`config.mk`:
```
export PLATFORM = sky130hd
export DESIGN_NAME = quoted_printable_line_encoder
export DESIGN_NICKNAME = d
export VERILOG_FILES = /design/src/design/qpe_pkg.sv /design/src/design/quoted_printable_line_encoder.sv /design/src/design/qpe_front.sv /design/src/design/qpe_fifo.sv /design/src/design/qpe_back.sv
export SDC_FILE = /design/constraint.sdc
export NUM_CORES = 1
export LEC_CHECK = 0
export BUFFER_PORTS_ARGS = -buffer_cell sky130_fd_sc_hd__buf_4
export CAP_MARGIN = 10
export CORE_ASPECT_RATIO = 0.8
export CORE_MARGIN = 2
export CORE_UTILIZATION = 50
export DETAILED_ROUTE_END_ITERATION = 10
export MAX_ROUTING_LAYER = met4
export PLACE_DENSITY = 0.67
export SLEW_MARGIN = 10
export SYNTH_ARGS = -nofsm -noshare
export SYNTH_HDL_FRONTEND = slang
export SYNTH_HIERARCHICAL = 1
export SYNTH_SLANG_ARGS = --single-unit
```
`constraint.sdc`:
```
create_clock -name clk -period 5.8 [get_ports clk]
set_clock_uncertainty 0.05 [all_clocks]
set_input_delay 0 -clock clk [delete_from_list [all_inputs] [get_ports clk]]
set_output_delay 0 -clock clk [all_outputs]
set_load 0.03 [all_outputs]
```
`src/design/qpe_pkg.sv`:
```
package qpe_pkg;

  localparam logic [7:0] CH_TAB      = 8'h09;
  localparam logic [7:0] CH_LF       = 8'h0A;
  localparam logic [7:0] CH_CR       = 8'h0D;
  localparam logic [7:0] CH_SPACE    = 8'h20;
  localparam logic [7:0] CH_EQ       = 8'h3D;
  localparam logic [7:0] LIMIT_RESET = 8'd76;

  localparam int QDEPTH = 4;
  localparam int QPTR_W = $clog2(QDEPTH);

  typedef enum logic [1:0] {
    K_PLAIN,
    K_HEX,
    K_LF
  } kind_t;

  // one encoding command: optional soft break, then the body
  typedef struct packed {
    logic       soft_brk;
    kind_t      kind;
    logic [7:0] ch;
    logic       last;
  } cmd_t;

  typedef enum logic {
    F_RUN,
    F_FLUSH
  } fstate_t;

  function automatic logic [7:0] hex_digit(input logic [3:0] v);
    logic [7:0] d;
    d = {4'h0, v};
    if (v < 4'd10) begin
      return 8'h30 + d;
    end
    return 8'h41 + d - 8'd10;
  endfunction

endpackage

```
`src/design/quoted_printable_line_encoder.sv`:
```
// Quoted-printable line encoder: text bytes go in one per transaction, encoded characters come
// out one per transaction, with last_of_run on the final character caused by each input
// transaction (an input that only gets buffered yields none). A byte is encoded once the two
// bytes after it, or the end marker, have arrived. The output side delivers one character per
// clock while out_ready is high and a command is waiting; a plain byte yields one character
// and an escaped byte preceded by a soft break up to five. A four-entry command queue between
// the classifier and the character serializer absorbs bursts. An end-of-text transaction
// blocks input while the held bytes and the closing line break are queued, which takes longer
// while the queue is full.
// line_limit is sampled by the classifier and should only be written while the block is idle.
module quoted_printable_line_encoder (
  input  logic       clk,
  input  logic       rst_n,
  input  logic       in_valid,
  output logic       in_ready,
  input  logic [7:0] in_text_byte,
  input  logic       in_end_of_text,
  output logic       out_valid,
  input  logic       out_ready,
  output logic [7:0] out_char,
  output logic       out_last_of_run,
  input  logic       cfg_wr_en,
  input  logic [7:0] cfg_wr_data
);
  import qpe_pkg::*;

  logic q_push, q_pop, q_full, q_empty;
  cmd_t push_cmd, head_cmd;

  qpe_front u_front (
    .clk            (clk),
    .rst_n          (rst_n),
    .in_valid       (in_valid),
    .in_ready       (in_ready),
    .in_text_byte   (in_text_byte),
    .in_end_of_text (in_end_of_text),
    .cfg_wr_en      (cfg_wr_en),
    .cfg_wr_data    (cfg_wr_data),
    .q_full         (q_full),
    .q_push         (q_push),
    .q_cmd          (push_cmd)
  );

  qpe_fifo u_fifo (
    .clk      (clk),
    .rst_n    (rst_n),
    .push     (q_push),
    .push_cmd (push_cmd),
    .pop      (q_pop),
    .head_cmd (head_cmd),
    .full     (q_full),
    .empty    (q_empty)
  );

  qpe_back u_back (
    .clk             (clk),
    .rst_n           (rst_n),
    .q_empty         (q_empty),
    .q_cmd           (head_cmd),
    .q_pop           (q_pop),
    .out_valid       (out_valid),
    .out_ready       (out_ready),
    .out_char        (out_char),
    .out_last_of_run (out_last_of_run)
  );

`ifndef ASSERT_OFF
  a_no_overflow: assert property (@(posedge clk) disable iff (!rst_n)
    q_push |-> !q_full)
    else $error("command pushed into full queue");

  a_flush_blocks_input: assert property (@(posedge clk) disable iff (!rst_n)
    in_valid && in_ready && in_end_of_text |=> !in_ready)
    else $error("input taken during flush");

  a_no_nul_out: assert property (@(posedge clk) disable iff (!rst_n)
    out_valid |-> out_char != 8'h00)
    else $error("raw zero byte on output");
`endif

endmodule

```
`src/design/qpe_front.sv`:
```
module qpe_front (
  input  logic          clk,
  input  logic          rst_n,
  input  logic          in_valid,
  output logic          in_ready,
  input  logic [7:0]    in_text_byte,
  input  logic          in_end_of_text,
  input  logic          cfg_wr_en,
  input  logic [7:0]    cfg_wr_data,
  input  logic          q_full,
  output logic          q_push,
  output qpe_pkg::cmd_t q_cmd
);
  import qpe_pkg::*;

  fstate_t    state_r, state_nxt;
  logic [7:0] pend0_r, pend0_nxt;
  logic [7:0] pend1_r, pend1_nxt;
  logic [1:0] cnt_r, cnt_nxt;
  logic [7:0] len_r, len_nxt;
  logic [7:0] limit_r;

  logic [7:0] w0, w1, w2;
  logic [1:0] n;
  logic       lf_head, brk, ws, plain, soft_brk, used2;
  logic [8:0] sum;
  logic [7:0] k8;
  logic [7:0] enc_len;
  logic [1:0] rem;
  logic       accept;

  assign accept = in_valid && in_ready;

  // window over pending bytes, plus the incoming byte while running
  always_comb begin
    if (state_r == F_RUN) begin
      w0 = (cnt_r == 2'd0) ? in_text_byte : pend0_r;
      w1 = (cnt_r == 2'd1) ? in_text_byte : pend1_r;
      w2 = in_text_byte;
      n  = cnt_r + 2'd1;
    end else begin
      w0 = pend0_r;
      w1 = pend1_r;
      w2 = 8'h00;
      n  = cnt_r;
    end
  end

  // classify the oldest byte of the window
  always_comb begin
    lf_head = (w0 == CH_LF) || (w0 == CH_CR && n > 2'd1 && w1 == CH_LF);
    used2   = lf_head && (w0 == CH_CR);
    brk     = (n <= 2'd1) || (w1 == CH_LF) || (w1 == CH_CR && n > 2'd2 && w2 == CH_LF);
    ws      = (w0 == CH_TAB) || (w0 == CH_SPACE);
    if (ws) begin
      plain = !brk;
    end else begin
      plain = w0 inside {[8'd33:8'd60], [8'd62:8'd126]};
    end
    k8       = plain ? 8'd1 : 8'd3;
    sum      = {1'b0, len_r} + {1'b0, k8};
    soft_brk = !lf_head && ((sum > {1'b0, limit_r}) || (sum == {1'b0, limit_r} && !brk));
    if (lf_head) begin
      enc_len = 8'd0;
    end else if (soft_brk) begin
      enc_len = k8;
    end else begin
      enc_len = sum[7:0];
    end
    rem = used2 ? (cnt_r - 2'd2) : (cnt_r - 2'd1);
  end

  always_comb begin
    state_nxt      = state_r;
    pend0_nxt      = pend0_r;
    pend1_nxt      = pend1_r;
    cnt_nxt        = cnt_r;
    len_nxt        = len_r;
    q_push         = 1'b0;
    q_cmd.soft_brk = soft_brk;
    q_cmd.kind     = lf_head ? K_LF : (plain ? K_PLAIN : K_HEX);
    q_cmd.ch       = w0;
    q_cmd.last     = 1'b1;
    in_ready       = (state_r == F_RUN) && !q_full;
    case (state_r)
      F_RUN: begin
        if (accept) begin
          if (in_end_of_text) begin
            state_nxt = F_FLUSH;
          end else if (cnt_r == 2'd2) begin
            q_push  = 1'b1;
            len_nxt = enc_len;
            if (used2) begin
              pend0_nxt = w2;
              cnt_nxt   = 2'd1;
            end else begin
              pend0_nxt = w1;
              pend1_nxt = w2;
            end
          end else begin
            if (cnt_r == 2'd0) begin
              pend0_nxt = in_text_byte;
            end else begin
              pend1_nxt = in_text_byte;
            end
            cnt_nxt = cnt_r + 2'd1;
          end
        end
      end
      F_FLUSH: begin
        if (cnt_r != 2'd0) begin
          q_cmd.last = (rem == 2'd0) && (enc_len == 8'd0);
          if (!q_full) begin
            q_push    = 1'b1;
            pend0_nxt = w1;
            cnt_nxt   = rem;
            len_nxt   = enc_len;
          end
        end else if (len_r != 8'd0) begin
          // closing line break for a non-empty last line
          q_cmd.soft_brk = 1'b0;
          q_cmd.kind     = K_LF;
          q_cmd.ch       = CH_LF;
          if (!q_full) begin
            q_push    = 1'b1;
            len_nxt   = 8'd0;
            state_nxt = F_RUN;
          end
        end else begin
          state_nxt = F_RUN;
        end
      end
      default: begin
        state_nxt = F_RUN;
      end
    endcase
  end

  always_ff @(posedge clk) begin
    if (!rst_n) begin
      state_r <= F_RUN;
      cnt_r   <= 2'd0;
      len_r   <= 8'd0;
      limit_r <= LIMIT_RESET;
    end else begin
      state_r <= state_nxt;
      cnt_r   <= cnt_nxt;
      len_r   <= len_nxt;
      if (cfg_wr_en) begin
        limit_r <= cfg_wr_data;
      end
    end
  end

  always_ff @(posedge clk) begin
    pend0_r <= pend0_nxt;
    pend1_r <= pend1_nxt;
  end

endmodule

```
`src/design/qpe_fifo.sv`:
```
module qpe_fifo (
  input  logic          clk,
  input  logic          rst_n,
  input  logic          push,
  input  qpe_pkg::cmd_t push_cmd,
  input  logic          pop,
  output qpe_pkg::cmd_t head_cmd,
  output logic          full,
  output logic          empty
);
  import qpe_pkg::*;

  cmd_t              mem [QDEPTH];
  logic [QPTR_W-1:0] wr_ptr_r, rd_ptr_r;
  logic [QPTR_W:0]   count_r;

  assign full     = (count_r == (QPTR_W+1)'(QDEPTH));
  assign empty    = (count_r == '0);
  assign head_cmd = mem[rd_ptr_r];

  always_ff @(posedge clk) begin
    if (!rst_n) begin
      wr_ptr_r <= '0;
      rd_ptr_r <= '0;
      count_r  <= '0;
    end else begin
      if (push) begin
        wr_ptr_r <= wr_ptr_r + 1'b1;
      end
      if (pop) begin
        rd_ptr_r <= rd_ptr_r + 1'b1;
      end
      if (push && !pop) begin
        count_r <= count_r + 1'b1;
      end else if (pop && !push) begin
        count_r <= count_r - 1'b1;
      end
    end
  end

  always_ff @(posedge clk) begin
    if (push) begin
      mem[wr_ptr_r] <= push_cmd;
    end
  end

endmodule

```
`src/design/qpe_back.sv`:
```
module qpe_back (
  input  logic          clk,
  input  logic          rst_n,
  input  logic          q_empty,
  input  qpe_pkg::cmd_t q_cmd,
  output logic          q_pop,
  output logic          out_valid,
  input  logic          out_ready,
  output logic [7:0]    out_char,
  output logic          out_last_of_run
);
  import qpe_pkg::*;

  logic       busy_r;
  cmd_t       cmd_r;
  logic [2:0] idx_r;
  logic [2:0] total;
  logic [2:0] body_idx;
  logic       at_end;
  logic       take;

  always_comb begin
    total    = (cmd_r.soft_brk ? 3'd2 : 3'd0) + ((cmd_r.kind == K_HEX) ? 3'd3 : 3'd1);
    at_end   = (idx_r == total - 3'd1);
    body_idx = cmd_r.soft_brk ? (idx_r - 3'd2) : idx_r;
    take     = !busy_r || (out_ready && at_end);
    q_pop    = take && !q_empty;
  end

  always_comb begin
    if (cmd_r.soft_brk && idx_r == 3'd0) begin
      out_char = CH_EQ;
    end else if (cmd_r.soft_brk && idx_r == 3'd1) begin
      out_char = CH_LF;
    end else begin
      case (cmd_r.kind)
        K_PLAIN: out_char = cmd_r.ch;
        K_LF:    out_char = CH_LF;
        K_HEX: begin
          if (body_idx == 3'd0) begin
            out_char = CH_EQ;
          end else if (body_idx == 3'd1) begin
            out_char = hex_digit(cmd_r.ch[7:4]);
          end else begin
            out_char = hex_digit(cmd_r.ch[3:0]);
          end
        end
        default: out_char = CH_LF;
      endcase
    end
  end

  assign out_valid       = busy_r;
  assign out_last_of_run = busy_r && cmd_r.last && at_end;

  always_ff @(posedge clk) begin
    if (!rst_n) begin
      busy_r <= 1'b0;
      idx_r  <= 3'd0;
    end else if (take) begin
      busy_r <= !q_empty;
      idx_r  <= 3'd0;
    end else if (out_ready) begin
      idx_r <= idx_r + 3'd1;
    end
  end

  always_ff @(posedge clk) begin
    if (take) begin
      cmd_r <= q_cmd;
    end
  end

endmodule

```
==> results of run 1 <==
## cell families (layout without fill, tap and decap cells)
group           after synthesis  count (layout)
xor+xnor                     18              18
buf+inv                      56             118
flops                       108             108
compound gates              107             107
fa+ha+maj                    25              25
simple gates                191             191
mux                          36              36
## critical path, stage by stage, from the launching register on
cell and delay [ps]:
dfxtp_1 350, inv_1 150, ha_1 300, nor2b_2 440, mux2i_1 370, a311oi_1 90
or2_2 320, o22a_1 270, fa_1 500, nor2_1 160, xor2_1 230, ha_1 280
and4_1 220, a221o_1 340, a211oi_1 370, o31ai_2 220, nor4_1 300, o21a_1 200
## worst min path at each step
| stage | start | endpoint | slack (ps) | cells after the start |
|---|---|---|---|---|
| floorplan | rst_n | u_front/limit_r[2]$_SDFFE_PN1P_ | 50 | 1 |
| global route | in_text_byte[7] | u_front/pend1_r[7]$_DFFE_PP_ | 50 | 3 |
| finish | in_text_byte[5] | u_front/pend1_r[5]$_DFFE_PP_ | 20 | 3 |
| detailed placement | cfg_wr_data[6] | u_front/limit_r[6]$_SDFFE_PN1P_ | 170 | 3 |
| global placement | cfg_wr_data[6] | u_front/limit_r[6]$_SDFFE_PN1P_ | 170 | 3 |
| CTS | in_text_byte[5] | u_front/pend1_r[5]$_DFFE_PP_ | 5 | 3 |
## Yosys cell counts, drive strengths merged (3+ instances only)
cell type	instances	share of area [%]
mux2	3	0.69
nor2	40	2.5
nor4bb	3	0.50
nor2b	10	1.0
dfxtp	32	11
nand2	51	3.2
a31oi	9	0.94
clkbuf	8	0.50
edfxtp	76	38
a211o	3	0.48
o21a	5	0.63
a21oi	24	2.0
nor3b	3	0.46
or4	3	0.38
inv	39	2.4
nand2b	15	1.6
xnor2	9	1.3
xor2	9	1.3
or2	3	0.31
o211ai	7	0.88
o22a	5	0.73
ha	23	4.8
o31ai	3	0.46
a211oi	5	0.63
nor4	9	0.94
a21boi	4	0.50
a21o	3	0.52
o21ai	16	1.3
mux4	12	4.6
a22o	3	0.44
and3	4	0.42
mux2i	21	3.5
nand3b	4	0.50
nor3	8	0.86
and2	17	1.8
nand3	11	0.92
buf	9	1.3
## report_power, final
group	switching (mW)	leakage (nW)	internal [mW]
Combinational	0.510	1.53	0.406
Sequential	0.119	0.963	0.963
Clock	0.285	0.165	0.373
Total	0.914	2.65	1.74
## cell type report
class | instances | area (µm²)
clock buffers | 13 | 303
inverters | 39 | 146
clock inverters | 3 | 28.8
repair buffers | 63 | 543
flip-flops and latches | 108 | 2920
well taps | 148 | 185
multi-input cells | 377 | 2820
fillers | 933 | 4660
## metal layers
metal  up-vias  GRT usage [%]
met2       140           34.9
met3        23           4.55
li1       2120              -
met4         0           7.10
met5         -              -
met1      2117           28.5
## sequential cells by signal, indices dropped and copies added, names as in the netlist, 3 cells and up, named ones only
name	cells
u_fifo/mem	48
u_front/pend0_r	8
u_back/idx_r	3
u_front/limit_r	8
u_front/pend1_r	8
u_fifo/count_r	3
u_back/cmd_r	12
u_front/len_r	8
## metrics by stage
stage               setup slack, ps  utilization [%]  area (µm²)
finish                          479             59.8        6950
global route                    148             59.8        6950
CTS                             364             59.8        6940
detailed placement              409             54.5        6320
global placement                586             54.5        6320
floorplan                      1080                -        5990
## what timing repair did
action                                 in CTS  in global routing
hold buffers                               28                  0
resized for setup                           0                  3
endpoints found under the hold margin      25                  0
setup endpoints to repair                   0                  7
==> results.json, run 1 <==
{
  "status": "finished, final reports clean",
  "setup_viol_count_final": 0,
  "place_inst": 707,
  "vias": 4400,
  "dr_wl_met3_um": 702,
  "ys_seq_elements": 108,
  "synth_nets": 588,
  "die_y_um": 102,
  "relSlewSlack_pct": 28.5,
  "maxCapViolCount": 0,
  "wire_per_inst_um": 17.3,
  "cts_tree": "built",
  "r2r_start": "u_front/cnt_r[0]$_SDFFE_PN0P_",
  "grt_usage_pct": 21.9,
  "fin_crit_ps": 5320,
  "grt_start_max_net_pins": 33,
  "cp.required_ps": 5950,
  "synth-compound-area-share_pct": 13.1,
  "synthSimpleGateAreaFrac_pct": 16.9,
  "final_common_cell": "edfxtp_1",
  "fin_nets": 645,
  "rows": 35,
  "highest_layer": "met4",
  "wl_um": 13000,
  "critPathMaxFanout": 10,
  "worstPathArrival_ps": 5470,
  "crit_start": "u_front/cnt_r[0]$_SDFFE_PN0P_",
  "final_cell_mix": "76 x edfxtp_1, 51 x nand2_1, 39 x inv_1, 39 x nor2_1, 35 x buf_4",
  "endpoint_kind": "register",
  "fmax_mhz": 188,
  "synth_top_family_by_area": "simple AND/OR/NAND/NOR gates",
  "io_buffers": 32,
  "yosysSeqAreaShare_pct": 48.8,
  "avgSynthCellArea_um2": 11.1,
  "drv_slew": 0,
  "path_class": "register to register",
  "cts.sinks": 108,
  "synthAdderAreaFrac_pct": 5.48,
  "dpl.hpwl_um": 9100,
  "antennaDiodeCount": 0,
  "synth-async-reset-ratio_pct": 0,
  "first_global_vias": 4285,
  "start_util_pct": 51.6,
  "rrSetupSlack_ps": 480,
  "cts_root_buffer": "clkbuf_16",
  "worst_slew_pin_slew_ps": 1070,
  "gp_congestion": 0.915,
  "drive_above_1_share_pct": 14.1,
  "clock_path_buffers": 2,
  "grt-ovfl-total": 0,
  "cts_buffers": 9,
  "fin_cells": 751,
  "synth_cell_types": 78,
  "drt-met1-wl_um": 6030,
  "fin_hold_ws_ps": 19.1,
  "die_area_um2": 12900,
  "synth-edff-count": 76,
  "clk_latency_ps": 350,
  "min-delay-path-class": "input pin to register",
  "p_leak_nw": 2.65,
  "drc": 0,
  "area_growth_pct": 16.0,
  "antenna_found_initial": 0,
  "synthFlopType": "edfxtp_1",
  "final_hold_viol_count": 0,
  "routed-wl-met2_um": 6020,
  "vias_per_cell": 5.86,
  "p_per_area_nw_per_um2": 382,
  "vdd_drop_max_v": 0.000229,
  "total_power_mw": 2.66,
  "yosys_warnings": 6,
  "dr.first_iter.drc_count": 299,
  "post-route-period-util_pct": 91.7,
  "core_area_um2": 11600,
  "rr_worst_depth": 17,
  "postCtsSetupRepairBufs": 0,
  "syn_inst": 541,
  "clk_pin_slew_ps": 70,
  "cp-endpoint": "u_fifo/mem[0][0]$_DFFE_PP_",
  "dr.pass1.iters": 5,
  "htreeDepth": 3,
  "synthMuxAreaShare_pct": 8.84,
  "r2r-end": "u_fifo/mem[0][0]$_DFFE_PP_",
  "synthXorXnorAreaFrac_pct": 2.63,
  "final_antenna_net_count": 0,
  "die_x_um": 126,
  "worst_setup_path_start_kind": "register",
  "io_pins": 33,
  "grt_pass1_wl_um": 21500,
  "fin_tns_setup_ps": 0,
  "synth_area_um2": 5990,
  "rsz0062_at_grt": "false"
}
Power figures use the tool's default switching activity.
==> run 2: changes to the inputs <==
==> constraint.sdc (replaced) <==
create_clock -name clk -period 5.8 [get_ports clk]
set_clock_uncertainty 0.05 [all_clocks]
set_input_delay 0.87 -clock clk [delete_from_list [all_inputs] [get_ports clk]]
set_output_delay 0.87 -clock clk [all_outputs]
set_load 0.1 [all_outputs]
==> results.json, run 2 (synthesis results as in run 1) <==
{
  "cts_resized": 0,
  "clk_pin_slew_ps": 70,
  "io_buffers": 32,
  "die_y_um": 102,
  "grt.met1_usage_pct": 26.7,
  "setup_viol_count_final": 0,
  "min-delay-path-class": "register to register",
  "post-route-worst-setup-slack_ps": 453,
  "maxCapViolCount": 0,
  "critPathMostFrequentCell": "ha_1",
  "postCtsSetupRepairBufs": 0,
  "drc": 0,
  "largest_reg_flops": 48,
  "dr.first_iter.drc_count": 346,
  "critPathMaxFanout": 8,
  "area_growth_pct": 10.8,
  "met2_usage_pct": 32.0,
  "dp_worst_setup_slack_ps": 378,
  "dr.pass1.iters": 5,
  "final_hold_viol_count": 0,
  "start_util_pct": 51.6,
  "clk_latency_ps": 350,
  "wl_um": 12300,
  "gp_congestion": 0.951,
  "worst_slew_pin_slew_ps": 1060,
  "max_stage_delay_ps": 500,
  "rsz0062_at_grt": "false",
  "vias": 4260,
  "rows": 35,
  "htreeDepth": 3,
  "dpl.hpwl_um": 8930,
  "wire_per_inst_um": 16.9,
  "relSlewSlack_pct": 29.0,
  "status": "finished, final reports clean",
  "reg_top3": "u_fifo/mem x48, u_back/cmd_r x12",
  "cts_tree": "built",
  "post-route-period-util_pct": 92.2,
  "antenna_found_initial": 0,
  "die_x_um": 126,
  "grt-ovfl-total": 0,
  "globalRouteMet3Util_pct": 4.55,
  "cts_root_buffer": "clkbuf_16",
  "drive_above_1_share_pct": 14.6,
  "worst_setup_path_start_kind": "register",
  "total_power_mw": 2.82,
  "path_class": "register to register",
  "final_common_cell": "edfxtp_1",
  "cts.sinks": 108,
  "crit_chain": "inv_1 > ha_1 > nand2b_1 > buf_4 > mux2i_1 > a311oi_1 > or2_2 > o22a_1 > fa_1 > nor2_1 > xor2_1 > ha_1 > and4_1 > a221o_1 > a211oi_1 > o31ai_2 > nor4_1 > o21a_1",
  "top_register": "u_fifo/mem",
  "cts_hold_buf": 0,
  "cts_buffers": 9,
  "vdd_drop_max_v": 0.000307,
  "final_cell_mix": "76 x edfxtp_1, 51 x nand2_1, 39 x inv_1, 39 x nor2_1, 36 x buf_4",
  "clock_path_buffers": 2,
  "p_per_area_nw_per_um2": 425,
  "endpoint_kind": "register",
  "slowest_stage": "fa_1",
  "antennaDiodeCount": 0,
  "final_antenna_net_count": 0,
  "rr_worst_depth": 18,
  "vias_per_cell": 5.88,
  "grt_start_max_net_pins": 29,
  "holdPathStages": 2,
  "io_pins": 33,
  "fmax_mhz": 187,
  "core_area_um2": 11600,
  "drv_slew": 0,
  "first_global_vias": 4100,
  "grt_usage_pct": 20.4,
  "die_area_um2": 12900,
  "fin_crit_ps": 5350,
  "fin_nets": 618,
  "p_leak_nw": 2.54,
  "cp.required_ps": 5940,
  "grt_busiest_layer": "met2",
  "worstPathArrival_ps": 5480,
  "grt_pass1_wl_um": 20200,
  "fin_tns_setup_ps": 0
}
[run 2: power breakdown]
part / leakage [nW] / internal, mW / total [mW] / switching [mW]
Combinational: 1.43 / 0.392 / 1.14 / 0.746
Clock: 0.147 / 0.326 / 0.599 / 0.273
Sequential: 0.963 / 0.963 / 1.08 / 0.117
Total: 2.54 / 1.68 / 2.82 / 1.14
[run 2: critical path, delay by kind of cell, from the launching register on]
kind	cells	cell delay, ps
buf+inv	2	340
compound gates	6	1510
simple gates	5	1350
mux	1	250
xor+xnor	1	220
fa+ha+maj	3	1050
flops	1	410
[run 2: worst paths after layout]
path                              startpoint                               to  slack [ps]
max            u_front/cnt_r[0]$_SDFFE_PN0P_       u_fifo/mem[3][0]$_DFFE_PP_         450
min          u_front/limit_r[3]$_SDFFE_PN1P_  u_front/limit_r[3]$_SDFFE_PN1P_         450
max reg2reg    u_front/cnt_r[0]$_SDFFE_PN0P_       u_fifo/mem[3][0]$_DFFE_PP_         450
min reg2reg  u_front/limit_r[3]$_SDFFE_PN1P_  u_front/limit_r[3]$_SDFFE_PN1P_         450
[run 2: through the flow]
stage          hold WS (ps)  cell area [µm²]  utilization (%)  cells
5_1_grt                 466             6630             57.1    724
3_5_place_dp            435             6330             54.6    708
2_1_floorplan           410             5990                -    541
3_3_place_gp            425             6330             54.6    708
6_report                447             6630             57.1    724
4_1_cts                 449             6630             57.1    724
[run 2: layer usage]
metal / vias up / wire length, µm
met1: 2029 / 5630
met3: 19 / 660
met2: 140 / 5760
met5: - / 0
li1: 2072 / -
met4: 0 / 210
[run 2: area by class of cell]
class	instances	area, µm²
clock buffer	11	258
clock inverter	5	38.8
fill	948	4970
inverter	39	146
multi-input combinational	377	2810
sequential	108	2920
tap	148	185
timing repair buffer	36	270
==> run 3: changes to the inputs <==
==> constraint.sdc (replaced) <==
create_clock -name clk -period 6 [get_ports clk]
set_clock_uncertainty 0.05 [all_clocks]
set_input_delay 1.2 -clock clk [delete_from_list [all_inputs] [get_ports clk]]
set_output_delay 1.2 -clock clk [all_outputs]
set_load 0.1 [all_outputs]
==> results.json, run 3 (synthesis results as in run 1) <==
{
  "status": "finished, final reports clean",
  "vias": 4239,
  "rows": 35,
  "post-route-period-util_pct": 93.9,
  "io_pins": 33,
  "first_global_vias": 4160,
  "rrSetupSlack_ps": 370,
  "crit_buf_inv": 1,
  "maxCapViolCount": 0,
  "core_area_um2": 11600,
  "dpl.hpwl_um": 9010,
  "vdd_drop_max_v": 0.000364,
  "htreeDepth": 3,
  "area_growth_pct": 11.1,
  "drv_slew": 0,
  "worst_setup_path_start_kind": "register",
  "cts_hold_buf": 0,
  "grt_pass1_wl_um": 20700,
  "drive_above_1_share_pct": 14.4,
  "antenna_found_initial": 0,
  "io_buffers": 32,
  "grt_start_max_net_pins": 29,
  "drc": 0,
  "fin_area_um2": 6650,
  "clk_pin_slew_ps": 70,
  "fmax_mhz": 178,
  "min-delay-path-class": "register to register",
  "cts_tree": "built",
  "clock_path_buffers": 2,
  "grt_usage_pct": 21.0,
  "rsz0062_at_grt": "false",
  "crit_chain": "inv_1 > ha_1 > nand2b_2 > mux2i_1 > nor4_1 > or2_2 > o22a_1 > fa_1 > nor2_1 > xor2_1 > ha_1 > and4_1 > a221o_1 > a211oi_1 > o31ai_4 > nor4_1 > o21a_1",
  "die_x_um": 126,
  "cts_buffers": 9,
  "wl_um": 12400,
  "worstPathArrival_ps": 5780,
  "die_y_um": 102,
  "final_cell_mix": "76 x edfxtp_1, 51 x nand2_1, 39 x inv_1, 39 x nor2_1, 36 x buf_4",
  "setup_viol_count_final": 0,
  "largest_reg_flops": 48,
  "relSlewSlack_pct": 45.1,
  "start_util_pct": 51.6,
  "vias_per_cell": 5.85,
  "max_stage_delay_ps": 540,
  "cts_root_buffer": "clkbuf_16",
  "wire_per_inst_um": 17.1,
  "fin_crit_ps": 5630,
  "p_leak_nw": 2.54,
  "path_delay_family": "simple AND/OR/NAND/NOR gates",
  "cp.required_ps": 6150,
  "final_common_cell": "edfxtp_1",
  "fin_nets": 618,
  "gp_congestion": 0.906,
  "final_hold_viol_count": 0,
  "clk_latency_ps": 340,
  "dpl_cell_area_um2": 6330,
  "p_per_area_nw_per_um2": 412,
  "reg_top3": "u_fifo/mem x48, u_back/cmd_r x12",
  "dr.pass1.iters": 5,
  "critPathMaxFanout": 11,
  "endpoint_kind": "register",
  "fin_tns_setup_ps": 0,
  "antennaDiodeCount": 0,
  "grt-ovfl-total": 0,
  "top_register": "u_fifo/mem",
  "die_area_um2": 12900,
  "path_class": "register to register",
  "dr.first_iter.drc_count": 338,
  "slowest_stage": "mux2i_1",
  "cts.sinks": 108,
  "final_antenna_net_count": 0,
  "worst_slew_pin_slew_ps": 822
}
-- run 3: final cells by class --
type                       count  area [µm²]
fill                         977        4950
sequential                   108        2920
multi-input combinational    377        2830
clock buffer                  13         283
timing repair buffer          36         270
tap                          148         185
inverter                      39         146
clock inverter                 3        17.5
-- run 3: where the power goes --
group          internal, mW  total, mW  leakage (nW)  switching [mW]
combinational         0.381       1.10          1.43           0.723
clock                 0.332      0.587         0.148           0.254
sequential            0.931       1.05         0.963           0.119
total                  1.64       2.74          2.54            1.10
-- run 3: per-stage QoR --
step	hold WS (ps)	setup WS (ps)	std cells	utilization, %	power, mW
after CTS	452	339	724	57.2	2.75
final	448	368	724	57.3	2.74
after detailed placement	434	288	708	54.6	2.16
after floorplan	410	761	541	-	1.93
after global routing	479	13.5	724	57.3	2.90
after global placement	425	428	708	54.6	2.14
-- run 3: repair_timing --
item	4_1_cts	5_1_grt
buffers inserted	0	0
endpoints found under the setup margin	0	13
gates resized for setup	0	5
-- run 3: final timing paths --
kind / cells after the start / end / from
max reg2reg: 17 / u_fifo/mem[3][0]$_DFFE_PP_ / u_front/cnt_r[0]$_SDFFE_PN0P_
max: 17 / u_fifo/mem[3][0]$_DFFE_PP_ / u_front/cnt_r[0]$_SDFFE_PN0P_
min: 2 / u_front/limit_r[5]$_SDFFE_PN0P_ / u_front/limit_r[5]$_SDFFE_PN0P_
min reg2reg: 2 / u_front/limit_r[5]$_SDFFE_PN0P_ / u_front/limit_r[5]$_SDFFE_PN0P_
-- run 3: metal layers --
metal	wire [µm]	track usage, %	vias up
li1	-	-	2056
met2	5810	34.2	125
met4	153	4.82	0
met1	5710	27.2	2042
met5	0	-	-
met3	691	4.82	16
-- run 3: worst reg2reg max path, stage by stage (launching register included) --
cell and delay (ps):
dfxtp_1 420, inv_1 140, ha_1 360, nand2b_2 280, mux2i_1 540, nor4_1 160, or2_2 310, o22a_1 260
fa_1 500, nor2_1 180, xor2_1 240, ha_1 290, and4_1 230, a221o_1 330, a211oi_1 470, o31ai_4 200
nor4_1 310, o21a_1 200
